[src/hdl/vtdi_pkg.sv]
package vtdi_pkg;

	typedef enum logic [1:0] {
		ST_IDLE,
		ST_SCAN,
		ST_DRAIN,
		ST_FINISH
	} vtdi_state_t;

	typedef struct packed {
		logic load;
		logic rd_en;
		logic commit;
	} vtdi_cmd_t;

	typedef struct packed {
		logic count_zero;
		logic last_issue;
		logic hit;
	} vtdi_sts_t;

	localparam int unsigned FIELD_BITS = 20;
	localparam int unsigned OUT_INDEX_BITS = 10;
	localparam int unsigned OUT_COUNT_BITS = 11;

endpackage

[src/hdl/vtdi_ctrl.sv]
module vtdi_ctrl (
	input  logic               clk,
	input  logic               arst_n,
	input  logic               in_valid,
	output logic               in_ready,
	output logic               out_valid,
	input  logic               out_ready,
	output vtdi_pkg::vtdi_cmd_t cmd,
	input  vtdi_pkg::vtdi_sts_t sts
);
	import vtdi_pkg::*;

	vtdi_state_t state_q;
	vtdi_state_t state_d;
	logic        out_valid_q;

	always_ff @(posedge clk or negedge arst_n) begin
		if (!arst_n) begin
			state_q     <= ST_IDLE;
			out_valid_q <= 1'b0;
		end else begin
			state_q <= state_d;
			if (cmd.commit) begin
				out_valid_q <= 1'b1;
			end else if (out_ready) begin
				out_valid_q <= 1'b0;
			end
		end
	end

	always_comb begin
		state_d    = state_q;
		cmd        = '0;
		in_ready   = 1'b0;
		unique case (state_q)
			ST_IDLE: begin
				in_ready = 1'b1;
				if (in_valid) begin
					cmd.load = 1'b1;
					state_d  = ST_SCAN;
				end
			end
			ST_SCAN: begin
				if (sts.hit || sts.count_zero) begin
					state_d = ST_FINISH;
				end else begin
					cmd.rd_en = 1'b1;
					if (sts.last_issue) begin
						state_d = ST_DRAIN;
					end
				end
			end
			ST_DRAIN: begin
				state_d = ST_FINISH;
			end
			ST_FINISH: begin
				if (!out_valid_q || out_ready) begin
					cmd.commit = 1'b1;
					state_d    = ST_IDLE;
				end
			end
			default: begin
				state_d = ST_IDLE;
			end
		endcase
	end

	assign out_valid = out_valid_q;
endmodule

[config.mk]
export PLATFORM = sky130hd
export DESIGN_NAME = vtdi_ctrl
export DESIGN_NICKNAME = d
export VERILOG_FILES = /design/src/hdl/vtdi_pkg.sv /design/src/hdl/vtdi_ctrl.sv
export SDC_FILE = /design/constraint.sdc
export NUM_CORES = 1
export LEC_CHECK = 0
export ABC_AREA = 1
export BUFFER_PORTS_ARGS = -buffer_cell sky130_fd_sc_hd__buf_2
export CAP_MARGIN = 20
export CORE_AREA = 4 4 41 43
export DETAILED_ROUTE_END_ITERATION = 6
export DIE_AREA = 0 0 45 47
export PLACE_DENSITY_LB_ADDON = 0.25
export SLEW_MARGIN = 30
export SYNTH_ARGS = -nofsm -noshare
export SYNTH_HDL_FRONTEND = slang
export SYNTH_SLANG_ARGS = --single-unit
[constraint.sdc]
create_clock -name clk -period 2.5 [get_ports clk]
set_input_delay 0.25 -clock clk [delete_from_list [all_inputs] [get_ports clk]]
set_output_delay 0.25 -clock clk [all_outputs]
set_load 0.02 [all_outputs]
# == After elaboration in Yosys (flattened, before gate mapping) ==
# Index checks and enable logic that the tools add are counted.
# Widths: inputs -> output; s select.
# classes
n_eq_ne,6
mux,14
reduce_logical,6
# op_table
op,n
$mux 1,9
$mux 2,4
$pmux 2 s4,1
$eq 2x2->1 const B,2
$ne 2x2->1 const B,2
$ne 3x3->1 const B,1
$reduce_and 3->1,1
$eq 2x1->1 const B,1
$logic_not 2->1,1
$logic_or 1x1->1,2
$reduce_bool 2->1,1
$logic_not 1->1,1
# totals
out_inout_bits,5
inputBits,7
register_bits,3

# == Longest topological paths before layout ==
# Gate-level depths: netlist (run 1).
# depth
ltp_word,5
mapped_depth,8

# == Worst setup path after synthesis (run 1) ==
# No wires, ideal clock.
# synth_path
kind,reg2out
startpoint,register state_q[0]
endpoint,output cmd[2] (netlist bit)
required_time_ns,2.250
path_slack_ns,1.209
path_stages_with_launch,5
arrival_ns,1.041
path_cell_list,dfrtp_1 inv_1 ha_1 nand2_1 inv_1
# synth_rtl
item,line,text
"start, declared",vtdi_ctrl.sv:13,vtdi_state_t state_q;
"start signal, assigned",vtdi_ctrl.sv:22,state_q <= state_d;
"end, declared",vtdi_ctrl.sv:8,"output vtdi_pkg::vtdi_cmd_t cmd,"

==> flow_metrics.tcl, run 1 <==
set metrics [dict create \
    status "finished clean" \
    post-place-ws_ns 1.253 \
    syn_area_um2 262.8 \
    core-area_um2 1301 \
    multi_input_area_um2 146.4 \
    fp.dieW_um 45 \
    post-cts-setup-buffers 0 \
    tightest_slew_ns 0.1650 \
    ys_warn_count 0 \
    ys_ff_latch 3 \
    place_hpwl_um 438.3 \
    area_growth_pct 41.90 \
    avgViaCountPerCell 3.754 \
    diodes 0 \
    hold_viol_final 0 \
    ys_types 10 \
    nNetsFinal 65 \
    required_ns 2.25 \
    dp.cells 64 \
    topRoutingLayerUsed "met4" \
    placed_area_um2 336.6 \
    grt_max_degree 6 \
    fin_cells 69 \
    fin_crit_ns 1.488 \
    setup_violations 0 \
    htree_levels 1 \
    rsz0062_at_grt "no" \
    cts_buffers 3 \
    wl_met2_um 260 \
    seq_area_frac_synth 0.2857 \
    root_buffer "clkbuf_4" \
    critPathArrivalTime_ns 1.24 \
    cp_max_fo 4 \
    route.detailed.drc 0 \
    track_usage 0.05859 \
    wl_um 506 \
    tns_ns 0 \
    post-route-period-util 0.5951 \
    routabilityCongestion 0.6948 \
    via_count 259 \
    skew_ns 0.001802 \
    cap_violations 0 \
    layout_commonest_cell "nand2_1" \
    clock_path_buffers 2 \
    cts_tree "built" \
    postRouteAntennaNets 0 \
    p_leak_nw 0.2396 \
    post-route-worst-setup-slack_ns 1.012 \
    path_class "reg -> out" \
    relSlewSlack 0.8900 \
    antenna_found_initial 0 \
    drtIter0Drc 5 \
    grt_pass1_vias 246 \
    wl_per_cell_um 7.333 \
    io_buffers 11 \
    clk_pin_slew_worst_paths_ns 0.04 \
    dr_wl_met3_um 36 \
    pwr_density_cell_nw_per_um2 1150 \
    initial_utilization 0.2019 \
    hold_ws_ns 0.2919 \
    hold_path.class "in -> reg" \
    synth_area_per_cell_um2 6.915 \
    dieArea_um2 2115 \
    cts_resized 0 \
    fin_area_um2 372.9 \
    finalMaxSlewViolations 0 \
    mostFrequentLayoutCells "nand2_1, inv_1, buf_2" \
    holdBufCountCts 1 \
    cts.sinks 3 \
    end_kind "output pin" \
    row_count 13 \
    firstDrtPassIters 4 \
    clock_latency_ns 0.23 \
    grt_first_pass_wirelength_um 814 \
    power_mw 0.4288 \
    final_util 0.2865 \
    ff_latch_area_um2 75.07 \
    ir_drop_v 0.0004657 \
    die_h_um 47 \
    drive_above_1_share 0.3519 \
    met1_length_um 192 \
    syn_inst 38 \
    io_pins 12 \
    cp-start-kind "register" \
    nFillCells 160 \
    grt-ovfl-total 0 \
    synth.net_count 48 \
    fmax_mhz 672.1 \
]
worst paths after layout:
path                       depth (start not counted)          to  slack (ns)  startpoint
min in group asynchronous                          2  state_q[1]        0.33      arst_n
max                                                5      cmd[1]        1.01  state_q[1]
max reg2reg                                        7  state_q[0]        1.29  state_q[0]
max in group asynchronous                          2   out_valid        2.07      arst_n
min reg2reg                                        2  state_q[1]        0.55  state_q[1]
min                                                4   out_valid        0.29   out_ready
synthesized netlist by cell type:
| cell type | n | area [um2] |
|---|---|---|
| nor2_2 | 1 | 6.260 |
| nor2_1 | 1 | 3.750 |
| a21oi_2 | 1 | 8.760 |
| ha_1 | 3 | 37.54 |
| nand2_1 | 12 | 45.04 |
| nand3_1 | 2 | 10.01 |
| nand3_2 | 3 | 30.03 |
| inv_1 | 11 | 41.29 |
| a21oi_1 | 1 | 5.000 |
| dfrtp_1 | 3 | 75.07 |
sequential cells by signal, summed over array words and instances (netlist names):
| name | count |
|---|---|
| out_valid | 1 |
| state_q | 2 |
kinds of logic (layout without fill, tap and decap cells):
group / count (synthesis) / in the layout / share of synthesized area
buffers and inverters: 11 / 27 / 0.1571
AND/OR/NAND/NOR: 19 / 19 / 0.3619
AO/OA/AOI/OAI: 2 / 2 / 0.05237
adder cells (fa/ha/maj): 3 / 3 / 0.1429
flip-flops: 3 / 3 / 0.2857
per-layer routing:
metal	up-vias	global-route usage
met5	-	0
met4	0	0.08772
met3	2	0.01533
met2	6	0.1017
met1	108	0.04348
li1	143	-
area by class of cell:
| class | instances | area share |
|---|---|---|
| Inverter | 11 | 0.1107 |
| Clock buffer | 4 | 0.07047 |
| Sequential cell | 3 | 0.2013 |
| Tap cell | 15 | 0.05034 |
| Timing Repair Buffer | 12 | 0.1745 |
| Multi-Input combinational cell | 24 | 0.3926 |
critical path: stages (launching register included):
cell     delay (ns)
dfrtp_1        0.41
inv_1          0.10
ha_1           0.20
inv_1          0.05
nor2_1         0.08
buf_2          0.16
power breakdown:
group | internal [mW] | total, mW | switching (mW)
Sequential | 0.0752 | 0.105 | 0.0303
Clock | 0.0598 | 0.0854 | 0.0255
Combinational | 0.0920 | 0.238 | 0.146
Note: power is estimated with default switching activity, not from simulation.
==> inputs of run 2 (changes only) <==
==> constraint.sdc (replaced) <==
create_clock -name clk -period 1.6 [get_ports clk]
set_input_delay 0.16 -clock clk [delete_from_list [all_inputs] [get_ports clk]]
set_output_delay 0.16 -clock clk [all_outputs]
set_load 0.02 [all_outputs]
==> flow_metrics.tcl, run 2 (same netlist as run 1, synthesis figures left out) <==
set metrics [dict create \
    critical-path-max-stage-delay_ns 0.41 \
    root_buffer "clkbuf_4" \
    required_ns 1.44 \
    hold_depth 4 \
    relSlewSlack 0.8914 \
    nNetsFinal 65 \
    dieArea_um2 2115 \
    cts_buffers 3 \
    r2r_cells 7 \
    place_hpwl_um 482.9 \
    route.detailed.drc 0 \
    critPathMostFrequentCell "inv_1" \
    grt_first_pass_wirelength_um 931 \
    post-route-period-util 0.8662 \
    ir_drop_v 0.0005642 \
    clock_latency_ns 0.23 \
    slowest_stage "dfrtp_1" \
    diodes 0 \
    cap_violations 0 \
    fp.dieW_um 45 \
    cts_tree "built" \
    path_class "reg -> out" \
    wl_um 526 \
    track_usage 0.06250 \
    area_growth_pct 41.90 \
    drtIter0Drc 1 \
    layout_commonest_cell "nand2_1" \
    grt_pass1_vias 261 \
    cp-start-kind "register" \
    end_kind "output pin" \
    regMostFlops "state_q" \
    wl_per_cell_um 7.623 \
    skew_ns 0.001072 \
    clock_path_buffers 2 \
    critPathArrivalTime_ns 1.23 \
    cp_max_fo 4 \
    antenna_found_initial 0 \
    status "finished clean" \
    mostFrequentLayoutCells "nand2_1, inv_1, buf_2" \
    hold_ws_ns 0.2034 \
    largest_reg_flops 2 \
    tightest_slew_ns 0.1629 \
    via_count 268 \
    drive_above_1_share 0.3519 \
    initial_utilization 0.2019 \
    core-area_um2 1301 \
    io_pins 12 \
    hold_viol_final 0 \
    hold_path.class "in -> reg" \
    clk_pin_slew_worst_paths_ns 0.03 \
    row_count 13 \
    io_buffers 11 \
    die_h_um 47 \
    pwr_density_cell_nw_per_um2 1793 \
    postRouteAntennaNets 0 \
    avgViaCountPerCell 3.884 \
    p_leak_nw 0.2396 \
    nFillCells 156 \
    rsz0062_at_grt "no" \
    tns_ns 0 \
    fmax_mhz 721.6 \
    grt-ovfl-total 0 \
    cts.sinks 3 \
    path_cells "inv_1 > ha_1 > inv_1 > nor2_1 > buf_2" \
    firstDrtPassIters 2 \
    fin_crit_ns 1.386 \
    grt_max_degree 6 \
    setup_violations 0 \
    routabilityCongestion 0.6764 \
    finalMaxSlewViolations 0 \
    htree_levels 1 \
]
run 2: cell counts in the layout (fill, tap and decap cells not counted):
No cell type changed its count.
run 2: power breakdown:
group | internal (mW) | switching [mW] | leakage (nW)
sequential | 0.118 | 0.0472 | 0.0362
clock | 0.0932 | 0.0351 | 0.0150
combinational | 0.145 | 0.230 | 0.188
total | 0.356 | 0.313 | 0.240
run 2: path summary, 6_finish.rpt:
check,start,slack (ns),to
setup / recovery,state_q[1],0.21,cmd[1]
hold / removal,out_ready,0.20,out_valid
setup reg to reg,state_q[0],0.38,state_q[0]
hold reg to reg,out_valid,0.54,out_valid
max in group asynchronous,arst_n,1.24,out_valid
min in group asynchronous,arst_n,0.25,state_q[0]
run 2: worst max-delay path: cells and delay by family (launching register included):
family | cells | cell delay (ns)
fa+ha+maj | 1 | 0.19
flops | 1 | 0.41
simple gates | 1 | 0.09
buf+inv | 3 | 0.30
run 2: metrics by stage:
| step | utilization | worst slack (ns) | cells | power (mW) | cell area, um2 |
|---|---|---|---|---|---|
| 6_report | 0.2865 | 0.2141 | 69 | 0.6687 | 372.9 |
| 5_1_grt | 0.2865 | 0.06720 | 69 | 0.7618 | 372.9 |
| 4_1_cts | 0.2865 | 0.1778 | 69 | 0.6925 | 372.9 |
| 3_5_place_dp | 0.2587 | 0.3522 | 64 | 0.5538 | 336.6 |
| 3_3_place_gp | 0.2587 | 0.3875 | 64 | 0.5420 | 336.6 |
| 2_1_floorplan | - | 0.3263 | 38 | 0.4437 | 262.8 |
run 2: metal layers:
metal,share of wire,vias to the layer above,GRT usage
met5,0,-,0
li1,-,142,-
met3,0.046,0,0.003831
met4,0,0,0.07018
met2,0.56,4,0.1073
met1,0.39,122,0.06393
run 2: layout make-up:
type | instances | area [um2] | share of cell area
timing repair buffer | 12 | 65.06 | 0.1745
multi-input combinational | 24 | 146.4 | 0.3926
clock buffer | 4 | 26.28 | 0.07047
tap | 15 | 18.77 | 0.05034
sequential | 3 | 75.07 | 0.2013
inverter | 11 | 41.29 | 0.1107
run 2: what timing repair did:
item	CTS	global route
endpoints found under the hold margin	3	0
setup buffers	0	0
hold buffers	1	0
gates resized for setup	0	0
